File: config.mk
export PLATFORM = sky130hd
export DESIGN_NAME = tobe_queue
export DESIGN_NICKNAME = d
export VERILOG_FILES = /design/src/sv/tobe_pkg.sv /design/src/sv/tobe_queue.sv
export SDC_FILE = /design/constraint.sdc
export NUM_CORES = 1
export LEC_CHECK = 0
export ABC_AREA = 0
export BUFFER_PORTS_ARGS = -buffer_cell sky130_fd_sc_hd__buf_2
export CAP_MARGIN = 20
export CORE_MARGIN = 2
export CORE_UTILIZATION = 51
export CTS_CLUSTER_DIAMETER = 120
export DETAILED_ROUTE_END_ITERATION = 10
export MAX_ROUTING_LAYER = met4
export PLACE_DENSITY = 0.75
export SLEW_MARGIN = 20
export SYNTH_ARGS = -nofsm -noshare
export SYNTH_HDL_FRONTEND = slang
export SYNTH_SLANG_ARGS = --single-unit
File: constraint.sdc
create_clock -name clk -period 2.1 [get_ports clk]
set_clock_uncertainty 0.15 [all_clocks]
set_input_delay 0.525 -clock clk [delete_from_list [all_inputs] [get_ports clk]]
set_output_delay 0.525 -clock clk [all_outputs]
set_load 0.05 [all_outputs]
File: src/sv/tobe_pkg.sv
`default_nettype none
package tobe_pkg;

  localparam int FRAC_BITS = 16;
  localparam int CW        = 17;
  localparam int IW        = 32;
  localparam int OUT_BITS  = 26;
  localparam int NORM_BITS = 29;
  localparam int QDEPTH    = 4;
  localparam int QAW       = $clog2(QDEPTH);

  typedef logic signed [IW-1:0] tobe_word_t;

  localparam tobe_word_t ONE = tobe_word_t'(64'd1 << FRAC_BITS);

  typedef enum logic [1:0] {
    ACT_VALUE = 2'd0,
    ACT_DX    = 2'd1,
    ACT_DY    = 2'd2,
    ACT_NONE  = 2'd3
  } tobe_act_t;

  typedef struct packed {
    logic            live;
    tobe_act_t       action;
    logic [3:0]      idx;
    logic [CW-1:0]   xi;
    logic [CW-1:0]   eta;
  } tobe_item_t;

  typedef struct packed {
    logic full;
    logic empty;
  } tobe_qstat_t;

  function automatic tobe_word_t mq(input tobe_word_t a, input tobe_word_t b);
    logic signed [2*IW-1:0] pr;
    logic        [2*IW-1:0] mag;
    logic                   neg;
    pr  = a * b;
    neg = pr[2*IW-1];
    mag = neg ? (2*IW)'(-pr) : (2*IW)'(pr);
    mag = (mag + ((2*IW)'(1) << (FRAC_BITS - 1))) >> FRAC_BITS;
    return neg ? tobe_word_t'(-mag[IW-1:0]) : tobe_word_t'(mag[IW-1:0]);
  endfunction

  function automatic logic [63:0] norm_const(input logic [63:0] n);
    logic [63:0] v;
    logic [63:0] r;
    logic [63:0] bt;
    v  = n << (2 * NORM_BITS);
    r  = 64'd0;
    bt = 64'd1 << 62;
    for (int i = 0; i < 32; i++) begin
      if (bt > v) bt = bt >> 2;
    end
    for (int i = 0; i < 32; i++) begin
      if (bt != 64'd0) begin
        if (v >= r + bt) begin
          v = v - (r + bt);
          r = (r >> 1) + bt;
        end else begin
          r = r >> 1;
        end
        bt = bt >> 2;
      end
    end
    if (v > r) r = r + 64'd1;
    return r;
  endfunction

  localparam logic [63:0] NK0 = norm_const(64'd1);
  localparam logic [63:0] NK1 = norm_const(64'd2);
  localparam logic [63:0] NK2 = norm_const(64'd6);
  localparam logic [63:0] NK3 = norm_const(64'd3);
  localparam logic [63:0] NK4 = norm_const(64'd9);
  localparam logic [63:0] NK5 = norm_const(64'd15);
  localparam logic [63:0] NK6 = norm_const(64'd4);
  localparam logic [63:0] NK7 = norm_const(64'd12);
  localparam logic [63:0] NK8 = norm_const(64'd20);
  localparam logic [63:0] NK9 = norm_const(64'd28);

endpackage
`default_nettype wire

File: src/sv/tobe_queue.sv
`default_nettype none
module tobe_queue import tobe_pkg::*; (
  input  wire logic       clk,
  input  wire logic       rst,
  input  wire logic       push,
  input  wire tobe_item_t push_item,
  input  wire logic       pop,
  output tobe_item_t      head,
  output tobe_qstat_t     stat
);

  tobe_item_t   mem [QDEPTH];
  logic [QAW-1:0] wptr;
  logic [QAW-1:0] rptr;
  logic [QAW:0]   count;

  assign head       = mem[rptr];
  assign stat.full  = (count == (QAW+1)'(QDEPTH));
  assign stat.empty = (count == '0);

  always_ff @(posedge clk) begin
    if (push) mem[wptr] <= push_item;
  end

  always_ff @(posedge clk) begin
    if (rst) begin
      wptr  <= '0;
      rptr  <= '0;
      count <= '0;
    end else begin
      if (push) wptr <= wptr + QAW'(1);
      if (pop)  rptr <= rptr + QAW'(1);
      unique case ({push, pop})
        2'b10:   count <= count + (QAW+1)'(1);
        2'b01:   count <= count - (QAW+1)'(1);
        default: count <= count;
      endcase
    end
  end

endmodule
`default_nettype wire

# Yosys cells after proc, flatten, opt, wreduce, memory -nomap -nowiden
# Memory sizes are Yosys's and may differ from the RTL's. A register that Yosys moved wholly into a read port is not among the register bits.
# Index checks and enable logic that the tools add are counted.
[op_classes]
n_addsub = 4
n_eq_ne = 3
muxes = 5
reduce_logical = 2
[op_table]
columns = ["operator", "count"]
rows = [
  ["$pmux 3 s2", 1],
  ["$add 2x1->2 const B", 2],
  ["$mux 2", 2],
  ["$add 3x1->3 const B", 1],
  ["$eq 3x3->1 const B", 1],
  ["$logic_not 3->1", 1],
  ["$sub 3x1->3 const B", 1],
  ["$eq 2x1->1 const B", 1],
  ["$eq 2x2->1 const B", 1],
  ["$mux 1", 2],
  ["$reduce_bool 2->1", 1],
]
[totals]
elab_cells = 18
ramBits = 164
reg_bits = 7
in_bits = 45
out_inout_bits = 43
mem_count = 1
[mem_list]
columns = ["name", "depth", "width", "read_ports", "rd_clocked_by_memory_dff", "write_ports", "line", "rtl"]
rows = [
  ["mem", 4, 41, 1, 1, 1, "tobe_queue.sv:12", "tobe_item_t mem [QDEPTH];"],
]

# Longest topological paths before layout
# Gate-level depths: netlist (run 1).
[depth]
ltp_word = 3
depth_mapped = 7
depth_no_buf = 7

# Worst setup path before layout (run 1)
# Ideal clock, no wire load.
[synth_timing]
path_type = "register to register"
startpoint = "register wptr[0]"
endpoint = "memory mem[2][0] (netlist bit), enable pin"
path_stages_with_launch = 4
period_less_slack_ps = 2085
t_arrival_ps = 1533
slack_ps = 15
setup_time_ps = 402
n_path_buf = 0
t_required_ps = 1548
path_cell_list = "dfxtp_1 > inv_1 > ha_1 > and2_1"
[synth_lines]
columns = ["item", "line", "rtl"]
rows = [
  ["start: declaration", "tobe_queue.sv:13", "logic [QAW-1:0] wptr;"],
  ["start signal: assignment", "tobe_queue.sv:31", "if (push) wptr <= wptr + QAW'(1);"],
  ["end: declaration", "tobe_queue.sv:12", ""],
]
# No word-level cell before the write port.

==> results of run 1 <==
==> through the flow <==
| step | total power, mW | hold WS [ns] | setup TNS (ns) | std cells | cell area, um^2 |
|---|---|---|---|---|---|
| 3_5_place_dp | 5.26 | 0.361 | -0.0250 | 520 | 7170 |
| 2_1_floorplan | 4.95 | 0.317 | 0 | 262 | 6400 |
| 4_1_cts | 8.45 | 0.154 | -12.61 | 551 | 7980 |
| 6_report | 8.36 | 0.174 | -11.27 | 551 | 7980 |
| 5_1_grt | 8.66 | 0.159 | -13.72 | 551 | 7980 |
| 3_3_place_gp | 5.24 | 0.335 | 0 | 520 | 7170 |
==> cell usage after synthesis <==
cell / instances
edfxtp_1: 164
mux4_2: 40
dfxtp_1: 9
nor2_1: 8
inv_1: 6
ha_1: 5
and2_1: 4
buf_12: 4
buf_2: 4
xor2_1: 3
a21oi_1: 2
xnor2_1: 2
and3_1: 1
buf_1: 1
buf_6: 1
clkbuf_1: 1
fa_1: 1
mux2i_1: 1
mux4_1: 1
nand2_1: 1
nor3_1: 1
o21ai_0: 1
or3_1: 1
==> power groups by stage <==
| stage | Clock (mW) | Sequential [mW] | Combinational, mW |
|---|---|---|---|
| floorplan | 0 | 4.06 | 0.885 |
| detailed placement | 0 | 4.08 | 1.18 |
| global placement | 0 | 4.07 | 1.17 |
| finish | 3.01 | 4.01 | 1.35 |
| global route | 3.23 | 4.02 | 1.42 |
| CTS | 3.08 | 4.01 | 1.36 |
==> critical path, cell delays in order, from the launching register on <==
cell	delay, ns
dfxtp_4	0.39
buf_12	0.19
mux4_2	0.57
buf_6	0.18
==> sequential cells by signal (all words and copies together) (netlist names), named ones only <==
register and cells:
count 3, rptr 2, wptr 2, mem 164
==> cell families after synthesis <==
group	count (synthesis)
and+or+nand+nor	16
adders and majority gates	6
xor gates and xnor gates	5
buffers and inverters	17
muxes	42
AOI/OAI and AO/OA	3
DFF	173
==> cell type report <==
type | instances | area, um^2 | area share
Multi-Input combinational cell | 72 | 1160 | 0.145
Timing Repair Buffer | 101 | 922 | 0.116
Clock buffer | 20 | 437 | 0.0547
Tap cell | 168 | 210 | 0.0263
Clock inverter | 11 | 125 | 0.0157
Inverter | 6 | 22.5 | 0.00282
Sequential cell | 173 | 5110 | 0.640
==> final timing paths <==
path | start | endpoint | slack [ns]
setup / recovery | flop | head[36] | -0.33
hold / removal | push_item[9] | mem[3][9] | 0.17
setup reg to reg | count[0] | count[2] | 0.40
hold reg to reg | count[2] | count[2] | 0.37
==> metal layers <==
| metal | global-route usage | vias up | part of all wire |
|---|---|---|---|
| met3 | 0.0554 | 9 | 0.049 |
| met4 | 0.0571 | 0 | 0.010 |
| met1 | 0.227 | 1521 | 0.44 |
| met2 | 0.284 | 74 | 0.50 |
| met5 | - | - | 0 |
| li1 | - | 1309 | - |
==> timing repair <==
action	in CTS	in global routing
gates resized for setup	83	0
buffers inserted	0	0
setup endpoints to repair	41	41
gates cloned	0	0
==> results.py, run 1 <==
metrics = {
    "detailed_routing": {
        "wire_per_inst_um": 19.9,
        "drc": 0,
        "dr.pass1.iters": 4,
        "vias_per_cell": 5.29,
        "postRouteAntennaNets": 0,
        "routed_wl_mm": 11.0,
        "drt-initial-drc-count": 244,
        "vias": 2913,
    },
    "yosys": {
        "synth-xor-area-share": 0.00684,
        "synth_top_family_by_area": "multiplexers",
        "syn_avg_cell_area_um2": 24.4,
        "ys_ff_latch": 173,
        "seq_area_frac_synth": 0.797,
        "synthCells": 262,
        "yosys.area_share.simple": 0.0119,
        "synth_area_leader_cell": "edfxtp_1",
        "synthAdderAreaFrac": 0.0129,
        "synth_nets": 313,
        "synthesis.area_um2": 6400,
        "yosysUniqueCellTypes": 23,
        "yosys_warnings": 0,
        "synth_top_area_share": 0.769,
        "synthMuxAreaShare": 0.146,
        "ys_top_cells_by_area": "edfxtp_1 (77%), mux4_2 (14%), dfxtp_1 (2.8%), buf_12 (1.3%), ha_1 (0.98%)",
        "synth_compound_area_frac": 0.00235,
    },
    "sta": {
        "setup_viol": 41,
        "period_minus_slack_ns": 2.43,
        "tightest_slew_ns": 0.314,
        "slew_viol_final": 0,
        "slew_headroom": 0.791,
        "hold_viol": 0,
        "setup_slack_ns": -0.330,
        "min_period_over_period": 1.16,
        "max_freq_mhz": 411,
        "rsz0062_at_grt": "yes",
    },
    "place": {
        "port-buffer-count": 87,
        "gp_congestion": 0.705,
        "place_ws_ns": -0.0250,
        "post-dp-hpwl_mm": 6.86,
    },
    "die": {
        "rows": 40,
        "io_pins": 88,
        "start_util": 0.529,
        "core-area_um2": 12100,
        "die_y_um": 116,
        "die_w_um": 116,
        "dieArea_um2": 13500,
    },
    "pwr": {
        "total_leakage_power_nw": 2.74,
        "worst_ir_drop_vdd_uv": 536,
        "p_seq_frac": 0.479,
        "pwr-share-clk": 0.360,
        "swShare": 0.244,
        "comb_power_share": 0.161,
        "power.switching_mw": 2.04,
        "internal-power_mw": 6.32,
        "cellPowerDensity_nw_per_um2": 1050,
    },
    "clock_network": {
        "clock_path_buffers": 2,
        "clock-sinks": 173,
        "clk_pin_slew_ns": 0.06,
        "cts_tree": "done",
        "cts_hold_buf": 0,
        "clock_latency_ns": 0.42,
        "root_buffer": "clkbuf_16",
        "numCtsBuffers": 17,
        "htree_levels": 4,
    },
    "outcome": {
        "violations": "negative setup slack",
        "outcome": "finished with violations",
    },
    "grt": {
        "grt_pass1_wl_mm": 16.6,
        "grt_use_total": 0.180,
        "grt_pass1_vias": 3080,
        "antenna_found_initial": 0,
        "grt_overflow": 0,
        "grt_max_degree": 27,
    },
    "critical_path": {
        "startpoint_type": "flop",
        "crit_fanout": 15,
        "reg2reg_depth": 5,
        "crit_path_end_kind": "primary output",
        "cp.required_ns": 1.42,
        "worst-setup-path-type": "flop to primary output",
        "critical_path_arrival_ns": 1.76,
    },
    "finish": {
        "diodes": 0,
        "final_common_cell": "edfxtp_1",
        "drive_above_1_share": 0.449,
        "area_growth_pct": 24.7,
        "layout.nets": 422,
        "final_cell_mix": "edfxtp_1 (164), buf_2 (46), mux4_2 (41), buf_6 (41), clkbuf_16 (17)",
        "fill_cells": 798,
        "fin_util": 0.659,
    },
    "hold_path": {
        "hold_depth": 1,
        "hold_path_class": "input port to flop",
    },
    "run": {
        "drv_cap": 0,
    },
}
Power figures use the tool's default switching activity.
==> run 2, diff against run 1 <==
==> constraint.sdc (replaced) <==
create_clock -name clk -period 2.15 [get_ports clk]
set_clock_uncertainty 0.15 [all_clocks]
set_input_delay 0.5375 -clock clk [delete_from_list [all_inputs] [get_ports clk]]
set_output_delay 0.5375 -clock clk [all_outputs]
set_load 0.05 [all_outputs]
==> run 2 against run 1 <==
The run still ends with negative setup slack left. Die area stayed put. Sequential power fell by 2%. Sequential share of layout area fell by 0.26 points. Via count increased by 2.6%. Setup slack improved by 0.0042 ns. Largest cell class unchanged.
==> results.py, run 2 (synthesis gave the netlist of run 1 again) <==
metrics = {
    "critical_path": {
        "reg2reg_depth": 5,
        "crit_end": "head[33]",
        "r2r-start": "count[0]",
        "crit_fanout": 8,
        "startpoint_type": "flop",
        "cp.required_ns": 1.46,
        "r2r_slack_ns": 0.43,
        "rr_endpoint": "count[2]",
        "worst-setup-path-type": "flop to primary output",
        "critPathMaxStageDelay_ns": 0.53,
        "slowest_stage": "mux4_2",
        "critical_path_arrival_ns": 1.79,
        "crit_path_end_kind": "primary output",
        "path_cells": "clkbuf_16, mux4_2, buf_6",
    },
    "die": {
        "start_util": 0.529,
        "rows": 40,
        "core-area_um2": 12100,
        "io_pins": 88,
        "die_w_um": 116,
        "die_y_um": 116,
        "dieArea_um2": 13500,
    },
    "grt": {
        "grt_pass1_vias": 3081,
        "antenna_found_initial": 1,
        "grt_max_degree": 24,
        "grt_use_total": 0.179,
        "grt_pass1_wl_mm": 16.5,
        "grt_overflow": 0,
    },
    "hold_path": {
        "hold_path_class": "input port to flop",
    },
    "place": {
        "dp.cells": 520,
        "gp_congestion": 0.703,
        "post-dp-hpwl_mm": 6.85,
        "placed_area_um2": 7180,
        "port-buffer-count": 87,
    },
    "pwr": {
        "cellPowerDensity_nw_per_um2": 992,
        "swShare": 0.251,
        "internal-power_mw": 5.96,
        "pwr-share-clk": 0.339,
        "p_seq_frac": 0.493,
        "worst_ir_drop_vdd_uv": 594,
        "report.power.total_mw": 7.95,
        "total_leakage_power_nw": 2.75,
        "comb_power_share": 0.168,
        "power.switching_mw": 1.99,
    },
    "sta": {
        "min_period_over_period": 1.15,
        "tightest_slew_ns": 0.352,
        "slew_headroom": 0.765,
        "rsz0062_at_grt": "yes",
        "hold_viol": 0,
        "setup_viol": 41,
        "setup_slack_ns": -0.326,
        "period_minus_slack_ns": 2.48,
        "max_freq_mhz": 404,
        "slew_viol_final": 0,
    },
    "detailed_routing": {
        "routed_wl_mm": 11.3,
        "vias_per_cell": 5.38,
        "route.met2.wl_mm": 5.67,
        "drc": 0,
        "dr.pass1.iters": 4,
        "wl_met3_um": 599,
        "postRouteAntennaNets": 0,
        "drt-initial-drc-count": 228,
        "wl_met1_mm": 4.80,
        "wire_per_inst_um": 20.2,
        "top_layer": "met4",
        "vias": 2989,
    },
    "finish": {
        "final_cell_mix": "edfxtp_1 (164), buf_2 (46), mux4_2 (41)",
        "area_growth_pct": 25.2,
        "layout.nets": 426,
        "top_regs": "mem x164, count x3",
        "fill_cells": 820,
        "stdcell_area_um2": 8020,
        "largest_reg_flops": 164,
        "drive_above_1_share": 0.452,
        "final_cells": 556,
        "fin_util": 0.662,
        "largest_register": "mem",
        "final_common_cell": "edfxtp_1",
    },
    "clock_network": {
        "cts_tree": "done",
        "root_buffer": "clkbuf_16",
        "htree_levels": 4,
        "numCtsBuffers": 17,
        "clk_pin_slew_ns": 0.06,
        "clock_latency_ns": 0.42,
        "clock_path_buffers": 2,
        "clock-sinks": 173,
    },
    "outcome": {
        "violations": "negative setup slack",
        "outcome": "finished with violations",
    },
    "run": {
        "drv_cap": 0,
    },
}
[run 2: cell types whose count changed in the layout (fill, tap and decap cells not counted), moves of 2 or more]
cell,delta
buf_6,-7
buf_4,+6
clkinvlp_4,+2
bufinv_16,-2
clkbuf_16,+3
[run 2: layer usage]
layer  up-vias  global-route usage
met5         -                   -
met4         0              0.0786
met3        17              0.0465
met2        80               0.282
met1      1572               0.221
li1       1320                   -
[run 2: worst min-delay path by stage]
stage,startpoint,end,slack [ns],cells past startpoint
floorplan,count[2],count[2],0.32,2
global placement,count[2],count[2],0.33,2
detailed placement,count[2],count[2],0.36,2
CTS,push_item[20],mem[2][20],0.16,1
global route,push_item[26],mem[1][26],0.17,1
finish,push_item[15],mem[2][15],0.18,1
[run 2: area by class of cell]
class,instances,area (um^2),share of cell area
multi-input combinational,72,1160,0.144
clock buffer,21,440,0.0549
sequential,173,5110,0.638
timing repair buffer,105,998,0.125
clock inverter,10,75.1,0.00937
inverter,6,22.5,0.00281
antenna,1,2.50,0.000312
tap,168,210,0.0262
[run 2: power by group through the flow]
stage          clock network [mW]  registers, mW  logic, mW
2_1_floorplan                   0           3.97      0.865
3_3_place_gp                    0           3.97       1.15
3_5_place_dp                    0           3.98       1.16
4_1_cts                      2.75           3.91       1.32
5_1_grt                      2.89           3.93       1.41
6_report                     2.70           3.92       1.34
[run 2: through the flow]
stage / setup slack [ns] / hold slack (ns) / setup TNS (ns)
final: -0.326 / 0.179 / -11.79
after global routing: -0.380 / 0.169 / -14.36
after CTS: -0.343 / 0.165 / -11.47
after detailed placement: -0.00704 / 0.356 / -0.00704
after global placement: 0.0801 / 0.332 / 0
after floorplan: 0.0646 / 0.317 / 0
[run 2: timing repair]
item,4_1_cts,5_1_grt
hold buffers,0,0
buffers inserted,0,1
endpoints found under the setup margin,41,41
resized for setup,74,5
cloned,0,3
[run 2: critical path, delay by kind of cell, from the launching register on]
kind | cells | cell delay [ns]
buffers and inverters | 2 | 0.38
flip-flops | 1 | 0.46
multiplexers | 1 | 0.53
