## src/sv/tobe_pkg.sv

```systemverilog
`default_nettype none
package tobe_pkg;

  localparam int FRAC_BITS = 16;
  localparam int CW        = 17;
  localparam int IW        = 32;
  localparam int OUT_BITS  = 26;
  localparam int NORM_BITS = 29;
  localparam int QDEPTH    = 4;
  localparam int QAW       = $clog2(QDEPTH);

  typedef logic signed [IW-1:0] tobe_word_t;

  localparam tobe_word_t ONE = tobe_word_t'(64'd1 << FRAC_BITS);

  typedef enum logic [1:0] {
    ACT_VALUE = 2'd0,
    ACT_DX    = 2'd1,
    ACT_DY    = 2'd2,
    ACT_NONE  = 2'd3
  } tobe_act_t;

  typedef struct packed {
    logic            live;
    tobe_act_t       action;
    logic [3:0]      idx;
    logic [CW-1:0]   xi;
    logic [CW-1:0]   eta;
  } tobe_item_t;

  typedef struct packed {
    logic full;
    logic empty;
  } tobe_qstat_t;

  function automatic tobe_word_t mq(input tobe_word_t a, input tobe_word_t b);
    logic signed [2*IW-1:0] pr;
    logic        [2*IW-1:0] mag;
    logic                   neg;
    pr  = a * b;
    neg = pr[2*IW-1];
    mag = neg ? (2*IW)'(-pr) : (2*IW)'(pr);
    mag = (mag + ((2*IW)'(1) << (FRAC_BITS - 1))) >> FRAC_BITS;
    return neg ? tobe_word_t'(-mag[IW-1:0]) : tobe_word_t'(mag[IW-1:0]);
  endfunction

  function automatic logic [63:0] norm_const(input logic [63:0] n);
    logic [63:0] v;
    logic [63:0] r;
    logic [63:0] bt;
    v  = n << (2 * NORM_BITS);
    r  = 64'd0;
    bt = 64'd1 << 62;
    for (int i = 0; i < 32; i++) begin
      if (bt > v) bt = bt >> 2;
    end
    for (int i = 0; i < 32; i++) begin
      if (bt != 64'd0) begin
        if (v >= r + bt) begin
          v = v - (r + bt);
          r = (r >> 1) + bt;
        end else begin
          r = r >> 1;
        end
        bt = bt >> 2;
      end
    end
    if (v > r) r = r + 64'd1;
    return r;
  endfunction

  localparam logic [63:0] NK0 = norm_const(64'd1);
  localparam logic [63:0] NK1 = norm_const(64'd2);
  localparam logic [63:0] NK2 = norm_const(64'd6);
  localparam logic [63:0] NK3 = norm_const(64'd3);
  localparam logic [63:0] NK4 = norm_const(64'd9);
  localparam logic [63:0] NK5 = norm_const(64'd15);
  localparam logic [63:0] NK6 = norm_const(64'd4);
  localparam logic [63:0] NK7 = norm_const(64'd12);
  localparam logic [63:0] NK8 = norm_const(64'd20);
  localparam logic [63:0] NK9 = norm_const(64'd28);

endpackage
`default_nettype wire

```

## src/sv/tobe_front.sv

```systemverilog
`default_nettype none
module tobe_front import tobe_pkg::*; (
  input  wire logic       clk,
  input  wire logic       rst,
  input  wire logic       in_valid,
  output logic            in_ready,
  input  wire tobe_act_t  in_action,
  input  wire logic [3:0] in_idx,
  input  wire logic [CW-1:0] in_xi,
  input  wire logic [CW-1:0] in_eta,
  output logic            push,
  output tobe_item_t      push_item,
  input  wire logic       q_full
);

  logic       held;
  tobe_item_t item;

  assign push      = held && !q_full;
  assign in_ready  = !held || !q_full;
  assign push_item = item;

  always_ff @(posedge clk) begin
    if (rst) begin
      held <= 1'b0;
    end else if (in_ready) begin
      held <= in_valid;
    end
  end

  always_ff @(posedge clk) begin
    if (in_valid && in_ready) begin
      item.live   <= (in_idx <= 4'd9) && (in_action != ACT_NONE);
      item.action <= in_action;
      item.idx    <= in_idx;
      item.xi     <= in_xi;
      item.eta    <= in_eta;
    end
  end

endmodule
`default_nettype wire

```

## config.mk

```make
export PLATFORM = sky130hd
export DESIGN_NAME = tobe_front
export DESIGN_NICKNAME = d
export VERILOG_FILES = /design/src/sv/tobe_pkg.sv /design/src/sv/tobe_front.sv
export SDC_FILE = /design/constraint.sdc
export NUM_CORES = 1
export LEC_CHECK = 0
export BUFFER_PORTS_ARGS = -buffer_cell sky130_fd_sc_hd__clkbuf_2
export CORE_UTILIZATION = 40
export CTS_BUF_LIST = sky130_fd_sc_hd__clkbuf_4 sky130_fd_sc_hd__clkbuf_8
export DETAILED_ROUTE_END_ITERATION = 8
export PLACE_DENSITY = 0.73
export SLEW_MARGIN = 40
export SYNTH_ARGS = -nofsm -noshare
export SYNTH_HDL_FRONTEND = slang
export SYNTH_SLANG_ARGS = --single-unit
```

## constraint.sdc

```tcl
create_clock -name clk -period 2.3 [get_ports clk]
set_clock_uncertainty 0.05 [all_clocks]
set_input_delay 0.46 -clock clk [delete_from_list [all_inputs] [get_ports clk]]
set_output_delay 0.46 -clock clk [all_outputs]
set_load 0.05 [all_outputs]
```

; After elaboration in Yosys (flattened, before gate mapping)
; Index checks and enable logic that the tools add are counted.
; Widths: inputs -> output; s select.
[totals]
ff_bits = 42
output_inout_bits = 43
wordCells = 14
input_bits = 44
[op_classes]
magnitude_cmp = 1
reduce_logical = 6
eq_ne = 1
[ops]
columns = cell, n
row1 = $le 4x4->1 const B, 1
row2 = $logic_and 1x1->1, 3
row3 = $logic_not 1->1, 2
row4 = $ne 2x2->1 const B, 1
row5 = $logic_or 1x1->1, 1

; Longest topological paths before layout
; Gate-level depths: netlist (run 1).
[logic_depth]
word_depth = 3
ltp_mapped = 2
mapped_depth_nobuf = 2

; Worst setup path before layout (run 1)
; OpenSTA, ideal clock, no wires.
[synth_path]
kind = input -> register
from = input port q_full
to = register item, in the netlist push_item[0], enable pin
stages = 2
arrival_ps = 1897
path_slack_ps = -49
setup_time_ps = 402
path_buffers = 0
path_cell_list = nand2_1 and2_1
[synth_via]
elab_chain_cells = 3
[synth_rtl]
columns = item, line
row1 = from (decl), tobe_front.sv:13  ; input wire logic q_full
row2 = $logic_not 1->1, tobe_front.sv:20  ; assign in_ready = !held || !q_full;
row3 = $logic_or 1x1->1, tobe_front.sv:20
row4 = $logic_and 1x1->1, tobe_front.sv:32  ; if (in_valid && in_ready) begin
row5 = to (decl), tobe_front.sv:17  ; tobe_item_t item;
; Every way passes these cells.
; A chain may end at the register's enable or synchronous reset.

; Worst setup path in the final report (run 1)
[layout_path]
from = register held
to = output port push
[layout_via]
elab_chain_cells = 1
[layout_rtl]
columns = item, line
row1 = from (decl), tobe_front.sv:16  ; logic held;
row2 = from (signal assigned), tobe_front.sv:27  ; held <= in_valid;
row3 = $logic_and 1x1->1, tobe_front.sv:19  ; assign push = held && !q_full;
row4 = to (decl), tobe_front.sv:11  ; output logic push,
; Every way passes these cells.

==> impl_metrics.prom, run 1 <==
# TYPE chip_impl_metric gauge
chip_impl_metric{name="post_cts_resized",unit=""} 0
chip_impl_metric{name="htree_num_levels",unit=""} 2
chip_impl_metric{name="cp_max_fo",unit=""} 3
chip_impl_info{name="crit_path_end_kind",value="output pin"} 1
chip_impl_info{name="run_status",value="completed"} 1
chip_impl_metric{name="cts.reportedPaths.clkPinSlew",unit="ps"} 110
chip_impl_metric{name="vdd_ir_drop_max",unit="mV"} 0.397
chip_impl_metric{name="drc_violation_total_after_the_first_tritonroute_iteration",unit=""} 21
chip_impl_metric{name="worstRegToRegCells",unit=""} 3
chip_impl_metric{name="finish.net_count",unit=""} 187
chip_impl_metric{name="routed_wirelength",unit="microns"} 2340
chip_impl_metric{name="worstPathRequired",unit="ps"} 1790
chip_impl_info{name="worst_r2r_endpoint",value="push_item[37]$_DFFE_PP_"} 1
chip_impl_metric{name="antenna_violations_before_repair",unit=""} 0
chip_impl_metric{name="chipHeight",unit="microns"} 58.9
chip_impl_metric{name="proportion_of_layout_cells_with_a_drive_suffix_above_1",unit="%"} 68.1
chip_impl_info{name="netlist_top_cells_area",value="sky130_fd_sc_hd__edfxtp_1 (95%), sky130_fd_sc_hd__dfxtp_1 (1.5%), sky130_fd_sc_hd__a21oi_2 (0.68%), sky130_fd_sc_hd__and2b_2 (0.68%), sky130_fd_sc_hd__o21a_1 (0.58%)"} 1
chip_impl_metric{name="clock.fmax",unit="MHz"} 624
chip_impl_metric{name="yosysUniqueCellTypes",unit=""} 9
chip_impl_info{name="cell_chain_of_the_critical_path",value="and2b_2 -> clkbuf_2"} 1
chip_impl_metric{name="grt_overflow",unit=""} 0
chip_impl_metric{name="maxSlewViolCount",unit=""} 0
chip_impl_metric{name="dpl_cell_area",unit="sq mm"} 0.00179
chip_impl_metric{name="route.vias.total",unit=""} 802
chip_impl_metric{name="pin_count_of_the_biggest_net_entering_global_routing",unit=""} 42
chip_impl_metric{name="route.detailed.drc",unit=""} 0
chip_impl_info{name="synth_area_leader_cell",value="sky130_fd_sc_hd__edfxtp_1"} 1
chip_impl_metric{name="wl_per_cell",unit="microns"} 12.4
chip_impl_info{name="timing.hold.worst.start",value="rst"} 1
chip_impl_metric{name="final.fill_count",unit=""} 262
chip_impl_info{name="critPathLaunchType",value="flip-flop"} 1
chip_impl_metric{name="slew-limit-headroom",unit="%"} 67.5
chip_impl_metric{name="core-area",unit="sq mm"} 0.00305
chip_impl_metric{name="tritoncts.num_buffers",unit=""} 5
chip_impl_info{name="worst_hold_path_type",value="in2reg"} 1
chip_impl_metric{name="clock-sinks",unit=""} 42
chip_impl_metric{name="synth-warning-count",unit=""} 0
chip_impl_metric{name="maxCapViolCount",unit=""} 0
chip_impl_metric{name="synthesized_instance_count",unit=""} 49
chip_impl_info{name="unrepaired_setup_endpoints_after_global_routing",value="false"} 1
chip_impl_metric{name="global_route_wire_length_before_repair",unit="microns"} 3460
chip_impl_metric{name="critPathBufInv",unit=""} 1
chip_impl_metric{name="residual_antenna_violating_net_count_after_detailed_routing",unit=""} 0
chip_impl_metric{name="top_level_ports",unit=""} 87
chip_impl_info{name="tritoncts",value="done"} 1
chip_impl_info{name="setup.worst_path.class",value="reg2out"} 1
chip_impl_metric{name="min_path_cells",unit=""} 2
chip_impl_metric{name="timing.final.ws_setup",unit="ps"} 697
chip_impl_metric{name="initial_utilization",unit="%"} 42.4
chip_impl_metric{name="final_report_hold_violation_count",unit=""} 0
chip_impl_metric{name="critical-path-max-stage-delay",unit="ps"} 360
chip_impl_metric{name="finalSetupViolCount",unit=""} 0
chip_impl_metric{name="hold_ws",unit="ps"} 213
chip_impl_metric{name="insertion_delay",unit="ps"} 330
chip_impl_metric{name="dp_hpwl",unit="microns"} 1810
chip_impl_info{name="cts.root.buffer_cell",value="sky130_fd_sc_hd__clkbuf_4"} 1
chip_impl_metric{name="dpl_worst_slack",unit="ps"} 662
chip_impl_metric{name="post-route-util",unit="%"} 61.3
chip_impl_metric{name="number_of_detailed_route_iterations_in_the_first_pass",unit=""} 4
chip_impl_info{name="rr_startpoint",value="held$_SDFFE_PP0P_"} 1
chip_impl_metric{name="ff2ff_setup_slack",unit="ps"} 930
chip_impl_metric{name="pwr_density_cell",unit="mW/mm^2"} 866
chip_impl_metric{name="p_leak",unit="uW"} 0.000826
chip_impl_metric{name="synth_top_area_share",unit="%"} 95.1
chip_impl_metric{name="final_std_cell_area_no_fill",unit="sq mm"} 0.00187
chip_impl_metric{name="placementRows",unit=""} 20
chip_impl_metric{name="chipWidth",unit="microns"} 58.9
chip_impl_metric{name="timing.critical_path.arrival",unit="ps"} 1090
chip_impl_metric{name="area_growth_syn_to_layout",unit="%"} 44.5
chip_impl_metric{name="syn_area_per_cell",unit="sq um"} 26.4
chip_impl_metric{name="vias_in_the_first_global_route",unit=""} 807
chip_impl_info{name="crit_path_top_delay_cell",value="sky130_fd_sc_hd__dfxtp_1"} 1
chip_impl_metric{name="detail_route.vias_per_cell",unit=""} 4.27
chip_impl_metric{name="die_area",unit="sq mm"} 0.00347
chip_impl_metric{name="fraction_of_the_yosys_area_taken_by_sequential_cells",unit="%"} 96.6
chip_impl_info{name="holdPathEnd",value="held$_SDFFE_PP0P_"} 1
chip_impl_metric{name="postCtsHoldBufs",unit=""} 0
chip_impl_metric{name="postSynthRegisterBits",unit=""} 42
chip_impl_metric{name="clock_tree.buffer_depth",unit=""} 2
chip_impl_metric{name="fin_crit_sh",unit="%"} 69.7
chip_impl_metric{name="synth_fp_nets",unit=""} 93
chip_impl_metric{name="syn_area",unit="sq mm"} 0.00129
chip_impl_metric{name="port-buffer-count",unit=""} 86
chip_impl_metric{name="global_route.usage.total",unit="%"} 14.7
chip_impl_metric{name="antenna_cells_inserted",unit=""} 0
chip_impl_metric{name="cts_setup_buffers",unit=""} 0
chip_impl_metric{name="finalSetupTns",unit="ps"} 0
chip_impl_metric{name="post_layout_minimum_cycle_time",unit="ps"} 1600
chip_impl_metric{name="worst-slew-pin-transition",unit="ps"} 488
chip_impl_metric{name="place.gp.congestion",unit=""} 0.634
chip_impl_info{name="timing.critical_path.max_delay_family",value="flip-flops"} 1
==> how the worst max path moves through the flow <==
stage                                  from                 endpoint  slack [ps]  depth (start not counted)
after floorplan                      q_full   push_item[0]$_DFFE_PP_         370                          2
after global placement               q_full  push_item[24]$_DFFE_PP_         720                          4
after detailed placement             q_full  push_item[24]$_DFFE_PP_         660                          4
after CTS                 held$_SDFFE_PP0P_                     push         670                          2
after global routing      held$_SDFFE_PP0P_                     push         640                          2
final                     held$_SDFFE_PP0P_                     push         700                          2
==> report_power, final <==
group          switching (uW)  internal [uW]
sequential               11.3            893
combinational             197           57.3
clock                     221            241
total                     429           1190
==> synth_stat cells <==
cell	number
sky130_fd_sc_hd__a21oi_1	1
sky130_fd_sc_hd__a21oi_2	1
sky130_fd_sc_hd__and2_1	1
sky130_fd_sc_hd__and2b_2	1
sky130_fd_sc_hd__dfxtp_1	1
sky130_fd_sc_hd__edfxtp_1	41
sky130_fd_sc_hd__nand2_1	1
sky130_fd_sc_hd__nor2_1	1
sky130_fd_sc_hd__o21a_1	1
==> cell usage in the layout, fill, tap and decap left out <==
| cell type | instances |
|---|---|
| sky130_fd_sc_hd__edfxtp_1 | 41 |
| sky130_fd_sc_hd__o21a_1 | 1 |
| sky130_fd_sc_hd__bufinv_16 | 1 |
| sky130_fd_sc_hd__and2b_2 | 1 |
| sky130_fd_sc_hd__clkbuf_2 | 86 |
| sky130_fd_sc_hd__nor2_1 | 1 |
| sky130_fd_sc_hd__dfxtp_1 | 1 |
| sky130_fd_sc_hd__clkinvlp_4 | 1 |
| sky130_fd_sc_hd__a21oi_1 | 1 |
| sky130_fd_sc_hd__clkbuf_4 | 6 |
| sky130_fd_sc_hd__nand2_1 | 1 |
| sky130_fd_sc_hd__buf_4 | 1 |
| sky130_fd_sc_hd__a21oi_2 | 1 |
| sky130_fd_sc_hd__and2_2 | 1 |
==> state kept, by name, indices dropped and copies added, names as in the netlist <==
signal / cells
held: 1
push_item: 41
==> layout make-up <==
| class | count | area [sq um] | share of cell area, % |
|---|---|---|---|
| clock buffer | 6 | 45.0 | 2.41 |
| tap | 44 | 55.1 | 2.94 |
| clock inverter | 2 | 37.5 | 2.01 |
| timing repair buffer | 87 | 438 | 23.4 |
| multi-input combinational | 7 | 45.0 | 2.41 |
| sequential | 42 | 1250 | 66.8 |
==> through the flow <==
stage,total power (uW),std cells
floorplan,1100,49
global placement,1170,180
detailed placement,1180,180
CTS,1640,188
global route,1680,188
finish,1620,188
==> kinds of logic after synthesis <==
kind of cell,after synthesis,share of synthesized area (%)
AOI/OAI and AO/OA,3,1.64
DFF,42,96.6
and+or+nand+nor,4,1.74
==> layer usage <==
layer	track usage (%)	wire length, microns	up-vias
met3	6.59	231	6
li1	-	-	382
met5	0	0	-
met4	10.2	57	0
met2	26.3	1240	52
met1	12.8	807	362
(Power assumes the default switching activity.)
==> run 2, diff against run 1 <==
--- a/config.mk
+++ b/config.mk
@@ -5,8 +5,9 @@
 export SDC_FILE = /design/constraint.sdc
 export NUM_CORES = 1
 export LEC_CHECK = 0
+export ABC_AREA = 1
 export BUFFER_PORTS_ARGS = -buffer_cell sky130_fd_sc_hd__clkbuf_2
-export CORE_UTILIZATION = 40
+export CORE_UTILIZATION = 38
 export CTS_BUF_LIST = sky130_fd_sc_hd__clkbuf_4 sky130_fd_sc_hd__clkbuf_8
 export DETAILED_ROUTE_END_ITERATION = 8
 export PLACE_DENSITY = 0.73
==> constraint.sdc (replaced) <==
create_clock -name clk -period 1.3 [get_ports clk]
set_clock_uncertainty 0.05 [all_clocks]
set_input_delay 0.26 -clock clk [delete_from_list [all_inputs] [get_ports clk]]
set_output_delay 0.26 -clock clk [all_outputs]
set_load 0.05 [all_outputs]
==> run 2 against run 1 <==
Compared with the run above:
- sequential share of layout area down 3.5 points
- cell area up 5.9%
- area after synthesis up 0.77%
- wire length up 14%
- combinational power up 99%
- synthesized cell count up 10%
- setup slack worse by 690 ps
- via count up 5.2%
- sequential power up 77%
- non-clock buffer count up 2
- worst hold slack worse by 170 ps
- largest cell class unchanged
==> impl_metrics.prom, run 2 <==
# TYPE chip_impl_metric gauge
chip_impl_info{name="run_status",value="completed"} 1
chip_impl_metric{name="initial_utilization",unit="%"} 41.4
chip_impl_metric{name="internal-power",unit="uW"} 1920
chip_impl_metric{name="fin_crit_sh",unit="%"} 99.1
chip_impl_metric{name="clock.fmax",unit="MHz"} 776
chip_impl_info{name="post-synth-top-count-cell",value="sky130_fd_sc_hd__edfxtp_1"} 1
chip_impl_metric{name="top_level_ports",unit=""} 87
chip_impl_metric{name="route.detailed.drc",unit=""} 0
chip_impl_metric{name="clock-sinks",unit=""} 42
chip_impl_metric{name="pin_count_of_the_biggest_net_entering_global_routing",unit=""} 42
chip_impl_info{name="rr_startpoint",value="held$_SDFFE_PP0P_"} 1
chip_impl_metric{name="p_comb_share",unit="%"} 18.9
chip_impl_metric{name="htree_num_levels",unit=""} 2
chip_impl_metric{name="routed_wirelength",unit="microns"} 2670
chip_impl_info{name="layout.cells.most_common_list",value="sky130_fd_sc_hd__clkbuf_2 (43), sky130_fd_sc_hd__edfxtp_1 (41), sky130_fd_sc_hd__buf_2 (20)"} 1
chip_impl_metric{name="die_area",unit="sq mm"} 0.00367
chip_impl_metric{name="hold_ws",unit="ps"} 44.7
chip_impl_metric{name="finalSetupViolCount",unit=""} 0
chip_impl_metric{name="chipHeight",unit="microns"} 60.6
chip_impl_metric{name="synth-warning-count",unit=""} 0
chip_impl_metric{name="synth_top_area_share",unit="%"} 94.3
chip_impl_metric{name="seq_power_share",unit="%"} 59.6
chip_impl_metric{name="worstPathRequired",unit="ps"} 990
chip_impl_metric{name="area_growth_syn_to_layout",unit="%"} 51.9
chip_impl_info{name="holdPathEnd",value="push_item[23]$_DFFE_PP_"} 1
chip_impl_info{name="setup.worst_path.class",value="reg2out"} 1
chip_impl_metric{name="residual_antenna_violating_net_count_after_detailed_routing",unit=""} 0
chip_impl_info{name="critPathLaunchType",value="flip-flop"} 1
chip_impl_metric{name="ff2ff_setup_slack",unit="ps"} 40
chip_impl_info{name="synthTopCellsByCount",value="sky130_fd_sc_hd__edfxtp_1 (41), sky130_fd_sc_hd__inv_1 (4), sky130_fd_sc_hd__nor2_1 (4)"} 1
chip_impl_metric{name="syn_area_per_cell",unit="sq um"} 24.2
chip_impl_info{name="crit_path_end_kind",value="output pin"} 1
chip_impl_metric{name="grt_overflow",unit=""} 0
chip_impl_info{name="worst_r2r_endpoint",value="push_item[34]$_DFFE_PP_"} 1
chip_impl_info{name="layout.cells.most_common",value="sky130_fd_sc_hd__clkbuf_2"} 1
chip_impl_metric{name="final.fill_count",unit=""} 247
chip_impl_metric{name="vias_in_the_first_global_route",unit=""} 789
chip_impl_metric{name="synthesized_instance_count",unit=""} 54
chip_impl_metric{name="insertion_delay",unit="ps"} 330
chip_impl_metric{name="synth_edf_count",unit=""} 41
chip_impl_metric{name="critical-path-max-stage-delay",unit="ps"} 380
chip_impl_metric{name="place.gp.congestion",unit=""} 0.628
chip_impl_metric{name="global_route_wire_length_before_repair",unit="microns"} 3510
chip_impl_metric{name="maxSlewViolCount",unit=""} 0
chip_impl_metric{name="cts.reportedPaths.clkPinSlew",unit="ps"} 120
chip_impl_info{name="crit_path_top_delay_cell",value="sky130_fd_sc_hd__dfxtp_4"} 1
chip_impl_metric{name="drc_violation_total_after_the_first_tritonroute_iteration",unit=""} 23
chip_impl_metric{name="p_leak",unit="uW"} 0.000870
chip_impl_metric{name="dp_hpwl",unit="microns"} 1900
chip_impl_info{name="netlist_top_cells_area",value="sky130_fd_sc_hd__edfxtp_1 (94%), sky130_fd_sc_hd__dfxtp_1 (1.5%), sky130_fd_sc_hd__inv_1 (1.2%), sky130_fd_sc_hd__nor2_1 (1.2%), sky130_fd_sc_hd__a21oi_2 (0.67%)"} 1
chip_impl_metric{name="ys_async_sr_fraction",unit="%"} 0
chip_impl_metric{name="antenna_cells_inserted",unit=""} 0
chip_impl_metric{name="cp_max_fo",unit=""} 3
chip_impl_metric{name="route.vias.total",unit=""} 844
chip_impl_metric{name="clock_tree.buffer_depth",unit=""} 2
chip_impl_metric{name="min_path_cells",unit=""} 1
chip_impl_metric{name="fraction_of_the_yosys_area_taken_by_sequential_cells",unit="%"} 95.9
chip_impl_metric{name="core-area",unit="sq mm"} 0.00315
chip_impl_metric{name="slew-limit-headroom",unit="%"} 82.7
chip_impl_metric{name="tritoncts.num_buffers",unit=""} 5
chip_impl_info{name="worst_hold_path_type",value="in2reg"} 1
chip_impl_info{name="tritoncts",value="done"} 1
chip_impl_metric{name="post-route-util",unit="%"} 62.9
chip_impl_metric{name="maxCapViolCount",unit=""} 0
chip_impl_info{name="cell_chain_of_the_critical_path",value="inv_2 -> nor2_4 -> buf_8"} 1
chip_impl_metric{name="global_route.usage.total",unit="%"} 14.0
chip_impl_metric{name="vdd_ir_drop_max",unit="mV"} 0.769
chip_impl_metric{name="port-buffer-count",unit=""} 86
chip_impl_metric{name="antenna_violations_before_repair",unit=""} 0
chip_impl_metric{name="clock_power_share",unit="%"} 21.5
chip_impl_metric{name="largest_register_ffs",unit=""} 41
chip_impl_info{name="timing.hold.worst.start",value="in_xi[6]"} 1
chip_impl_info{name="synth_flop_cell",value="sky130_fd_sc_hd__edfxtp_1"} 1
chip_impl_metric{name="finish.net_count",unit=""} 194
chip_impl_info{name="unrepaired_setup_endpoints_after_global_routing",value="true"} 1
chip_impl_metric{name="power.share.switching",unit="%"} 28.6
chip_impl_metric{name="synth_fp_nets",unit=""} 98
chip_impl_metric{name="power",unit="uW"} 2690
chip_impl_metric{name="yosysUniqueCellTypes",unit=""} 8
chip_impl_metric{name="timing.critical_path.arrival",unit="ps"} 980
chip_impl_metric{name="final_report_hold_violation_count",unit=""} 0
chip_impl_metric{name="worst-slew-pin-transition",unit="ps"} 261
chip_impl_metric{name="worstRegToRegCells",unit=""} 3
chip_impl_metric{name="chipWidth",unit="microns"} 60.6
chip_impl_metric{name="post_layout_minimum_cycle_time",unit="ps"} 1290
chip_impl_metric{name="detail_route.vias_per_cell",unit=""} 4.35
chip_impl_metric{name="netSwitchingPower",unit="uW"} 768
chip_impl_metric{name="pwr_density_cell",unit="mW/mm^2"} 1360
chip_impl_metric{name="wl_per_cell",unit="microns"} 13.7
chip_impl_metric{name="postSynthRegisterBits",unit=""} 42
chip_impl_metric{name="placementRows",unit=""} 20
chip_impl_info{name="cts.root.buffer_cell",value="sky130_fd_sc_hd__clkbuf_4"} 1
chip_impl_metric{name="number_of_detailed_route_iterations_in_the_first_pass",unit=""} 3
chip_impl_metric{name="proportion_of_layout_cells_with_a_drive_suffix_above_1",unit="%"} 67.3
chip_impl_metric{name="syn_area",unit="sq mm"} 0.00131
chip_impl_info{name="synth_area_leader_cell",value="sky130_fd_sc_hd__edfxtp_1"} 1
run 2: changes by cell type after synthesis, sizes merged:
cell   change
nor2       +3
o21a       -1
nand2      +1
and2b      -1
and2       -1
inv        +4
run 2: per-stage QoR:
stage / setup slack, ps / TNS [ps] / cell area (sq um) / cells
after floorplan: -211 / -8650 / 1320 / 54
after global placement: 152 / 0 / 1830 / 185
after detailed placement: 128 / 0 / 1830 / 185
after CTS: -30.7 / -30.7 / 1920 / 193
after global routing: -42.7 / -98.4 / 1980 / 194
final: 11.9 / 0 / 1980 / 194
run 2: cell type report:
type / count / area, sq um / share of cell area, %
flip-flops and latches: 42 / 1250 / 63.3
repair buffers: 89 / 552 / 27.8
multi-input cells: 8 / 57.6 / 2.90
well taps: 44 / 55.1 / 2.78
clock buffers: 5 / 37.5 / 1.89
inverters: 4 / 15.0 / 0.758
clock inverters: 2 / 10.0 / 0.505
run 2: layer usage:
metal | part of all wire [%] | up-vias | GRT usage, %
met4 | 0.38 | 0 | 5.84
met3 | 15 | 2 | 8.96
li1 | - | 396 | -
met5 | 0 | - | 0
met2 | 51 | 63 | 23.9
met1 | 33 | 383 | 13.5
run 2: logic make-up (layout without fill, tap and decap cells):
| kind of cell | Yosys count | after routing | share of synthesized area [%] |
|---|---|---|---|
| buffers and inverters | 4 | 100 | 1.15 |
| and+or+nand+nor | 6 | 6 | 1.92 |
| AOI/OAI and AO/OA | 2 | 2 | 1.05 |
| DFF | 42 | 42 | 95.9 |
run 2: worst max-delay path by stage:
stage | from | end | slack (ps) | cells past startpoint
2_1_floorplan | held$_SDFFE_PP0P_ | push_item[0]$_DFFE_PP_ | -210 | 1
3_3_place_gp | in_valid | push_item[34]$_DFFE_PP_ | 150 | 4
3_5_place_dp | in_valid | push_item[34]$_DFFE_PP_ | 130 | 4
4_1_cts | held$_SDFFE_PP0P_ | push | -30 | 3
5_1_grt | held$_SDFFE_PP0P_ | push | -40 | 3
6_report | held$_SDFFE_PP0P_ | push | 10 | 3
run 2: power by group through the flow:
stage	logic (uW)	registers (uW)	clock network, uW
3_3_place_gp	462	1630	0
3_5_place_dp	469	1630	0
4_1_cts	484	1600	593
2_1_floorplan	46.4	1900	0
6_report	508	1600	577
5_1_grt	531	1610	661
run 2: timing repair:
| item | 4_1_cts | 5_1_grt |
|---|---|---|
| buffers inserted | 1 | 0 |
| hold buffers | 0 | 1 |
| setup endpoints to repair | 8 | 43 |
| resized for setup | 12 | 75 |
| hold endpoints to repair | 0 | 1 |
run 2: worst max-delay path, delay by kind of cell, from the launching register on:
family,cells,cell delay [ps]
and+or+nand+nor,1,80
DFF,1,380
buffers and inverters,2,190
==> run 3, diff against run 2 <==
--- a/config.mk
+++ b/config.mk
@@ -7,7 +7,7 @@
 export LEC_CHECK = 0
 export ABC_AREA = 1
 export BUFFER_PORTS_ARGS = -buffer_cell sky130_fd_sc_hd__clkbuf_2
-export CORE_UTILIZATION = 38
+export CORE_UTILIZATION = 40
 export CTS_BUF_LIST = sky130_fd_sc_hd__clkbuf_4 sky130_fd_sc_hd__clkbuf_8
 export DETAILED_ROUTE_END_ITERATION = 8
 export PLACE_DENSITY = 0.73
==> constraint.sdc (replaced) <==
create_clock -name clk -period 1.4 [get_ports clk]
set_clock_uncertainty 0.05 [all_clocks]
set_input_delay 0.28 -clock clk [delete_from_list [all_inputs] [get_ports clk]]
set_output_delay 0.28 -clock clk [all_outputs]
set_load 0.05 [all_outputs]
==> run 3 against run 2 <==
Compared with the run above:
- clock power increased by 7.5%
- global-route usage grew 0.68 points
- sequential power decreased by 8%
- die area shrank 4.8%
- first-iteration DRC count down 83%
- clock-buffer cell count is 3 higher
- utilization shrank 0.093 points
- power is 5.1% lower
- combinational power shrank 12%
==> impl_metrics.prom, run 3 (same netlist as run 2, synthesis figures left out) <==
# TYPE chip_impl_metric gauge
chip_impl_metric{name="vdd_ir_drop_max",unit="mV"} 0.847
chip_impl_metric{name="insertion_delay",unit="ps"} 320
chip_impl_metric{name="power",unit="uW"} 2550
chip_impl_metric{name="grt_overflow",unit=""} 0
chip_impl_metric{name="maxCapViolCount",unit=""} 0
chip_impl_info{name="tritoncts",value="done"} 1
chip_impl_metric{name="proportion_of_layout_cells_with_a_drive_suffix_above_1",unit="%"} 67.5
chip_impl_metric{name="worst-slew-pin-transition",unit="ps"} 292
chip_impl_metric{name="finalSetupViolCount",unit=""} 0
chip_impl_metric{name="detail_route.vias_per_cell",unit=""} 4.23
chip_impl_metric{name="residual_antenna_violating_net_count_after_detailed_routing",unit=""} 0
chip_impl_metric{name="top_level_ports",unit=""} 87
chip_impl_info{name="layout.cells.most_common_list",value="sky130_fd_sc_hd__clkbuf_2 (84), sky130_fd_sc_hd__edfxtp_1 (41), sky130_fd_sc_hd__clkbuf_4 (7)"} 1
chip_impl_metric{name="cp_max_fo",unit=""} 3
chip_impl_metric{name="finalSetupTns",unit="ps"} 0
chip_impl_info{name="cts.root.buffer_cell",value="sky130_fd_sc_hd__clkbuf_4"} 1
chip_impl_metric{name="worstPathRequired",unit="ps"} 1070
chip_impl_metric{name="wl_per_cell",unit="microns"} 12.1
chip_impl_metric{name="pwr_density_cell",unit="mW/mm^2"} 1320
chip_impl_info{name="setup.worst_path.class",value="reg2out"} 1
chip_impl_info{name="crit_path_end_kind",value="output pin"} 1
chip_impl_metric{name="largest_register_ffs",unit=""} 41
chip_impl_metric{name="dp_hpwl",unit="microns"} 1820
chip_impl_metric{name="cts.reportedPaths.clkPinSlew",unit="ps"} 100
chip_impl_metric{name="vias_in_the_first_global_route",unit=""} 814
chip_impl_metric{name="htree_num_levels",unit=""} 2
chip_impl_metric{name="antenna_violations_before_repair",unit=""} 0
chip_impl_metric{name="finish.net_count",unit=""} 194
chip_impl_metric{name="post_layout_minimum_cycle_time",unit="ps"} 1340
chip_impl_metric{name="core-area",unit="sq mm"} 0.00308
chip_impl_metric{name="drc_violation_total_after_the_first_tritonroute_iteration",unit=""} 4
chip_impl_metric{name="pin_count_of_the_biggest_net_entering_global_routing",unit=""} 22
chip_impl_metric{name="global_route_wire_length_before_repair",unit="microns"} 3490
chip_impl_metric{name="number_of_detailed_route_iterations_in_the_first_pass",unit=""} 4
chip_impl_metric{name="initial_utilization",unit="%"} 42.4
chip_impl_metric{name="port-buffer-count",unit=""} 86
chip_impl_metric{name="die_area",unit="sq mm"} 0.00350
chip_impl_metric{name="route.detailed.drc",unit=""} 0
chip_impl_metric{name="chipHeight",unit="microns"} 59.1
chip_impl_metric{name="area_growth_syn_to_layout",unit="%"} 48.0
chip_impl_metric{name="route.vias.total",unit=""} 824
chip_impl_info{name="layout.cells.most_common",value="sky130_fd_sc_hd__clkbuf_2"} 1
chip_impl_info{name="run_status",value="completed"} 1
chip_impl_metric{name="place.gp.congestion",unit=""} 0.698
chip_impl_metric{name="slew-limit-headroom",unit="%"} 80.6
chip_impl_metric{name="chipWidth",unit="microns"} 59.1
chip_impl_metric{name="fin_crit_sh",unit="%"} 95.8
chip_impl_metric{name="timing.critical_path.arrival",unit="ps"} 1010
chip_impl_metric{name="clock-sinks",unit=""} 42
chip_impl_metric{name="tritoncts.num_buffers",unit=""} 5
chip_impl_metric{name="routed_wirelength",unit="microns"} 2360
chip_impl_metric{name="clock.fmax",unit="MHz"} 746
chip_impl_metric{name="final_report_hold_violation_count",unit=""} 0
chip_impl_metric{name="p_leak",unit="uW"} 0.000866
chip_impl_metric{name="global_route.usage.total",unit="%"} 14.7
chip_impl_info{name="unrepaired_setup_endpoints_after_global_routing",value="true"} 1
chip_impl_metric{name="placementRows",unit=""} 20
chip_impl_metric{name="antenna_cells_inserted",unit=""} 0
chip_impl_metric{name="maxSlewViolCount",unit=""} 0
chip_impl_info{name="critPathLaunchType",value="flip-flop"} 1
chip_impl_info{name="worst_hold_path_type",value="in2reg"} 1
chip_impl_metric{name="clock_tree.buffer_depth",unit=""} 2
## run 3: cell types whose count changed in the layout (fill, tap and decap cells not counted), moves of 2 or more
cell | before | now
sky130_fd_sc_hd__clkbuf_2 | 43 | 84
sky130_fd_sc_hd__buf_2 | 20 | 1
sky130_fd_sc_hd__buf_4 | 17 | 1
sky130_fd_sc_hd__buf_6 | 3 | 0
sky130_fd_sc_hd__clkinv_2 | 2 | 0
## run 3: cell type report
cell class	instances	area, sq um
sequential	42	1250
fill	251	1150
timing repair buffer	89	488
clock buffer	8	66.3
tap	44	55.1
multi-input combinational	8	52.6
inverter	4	15.0
## run 3: worst paths after layout
kind	from	cells past startpoint	slack (ps)	end
max	held$_SDFFE_PP0P_	2	60	in_ready
min	rst	2	50	held$_SDFFE_PP0P_
max reg2reg	held$_SDFFE_PP0P_	3	160	push_item[29]$_DFFE_PP_
min reg2reg	held$_SDFFE_PP0P_	2	450	held$_SDFFE_PP0P_
## run 3: repair_timing
action,in CTS,in global routing
gates resized for setup,3,3
setup buffers,1,0
hold buffers,0,0
setup endpoints to repair,1,2
## run 3: metal layers
| layer | global-route usage, % | part of all wire, % |
|---|---|---|
| met4 | 8.16 | 1.4 |
| met5 | 0 | 0 |
| met2 | 23.2 | 50 |
| met1 | 15.5 | 35 |
| met3 | 8.30 | 13 |
## run 3: critical path: stages (launching register included)
cell,delay [ps]
sky130_fd_sc_hd__dfxtp_4,360
sky130_fd_sc_hd__nand2_2,70
sky130_fd_sc_hd__buf_2,260
## run 3: through the flow
step | std cells | hold slack [ps] | util [%] | setup slack (ps) | cell area, sq um
floorplan | 54 | 285 | - | -111 | 1320
global placement | 186 | 385 | 59.9 | 246 | 1840
detailed placement | 186 | 391 | 59.9 | 219 | 1840
CTS | 195 | 29.7 | 62.6 | 19.8 | 1930
global route | 195 | 20.9 | 62.8 | -9.24 | 1930
finish | 195 | 52.5 | 62.8 | 59.3 | 1930
## run 3: power by group
part | internal, uW | switching, uW | total, uW
Sequential | 1470 | 19.3 | 1480
Combinational | 111 | 334 | 446
Clock | 287 | 333 | 620
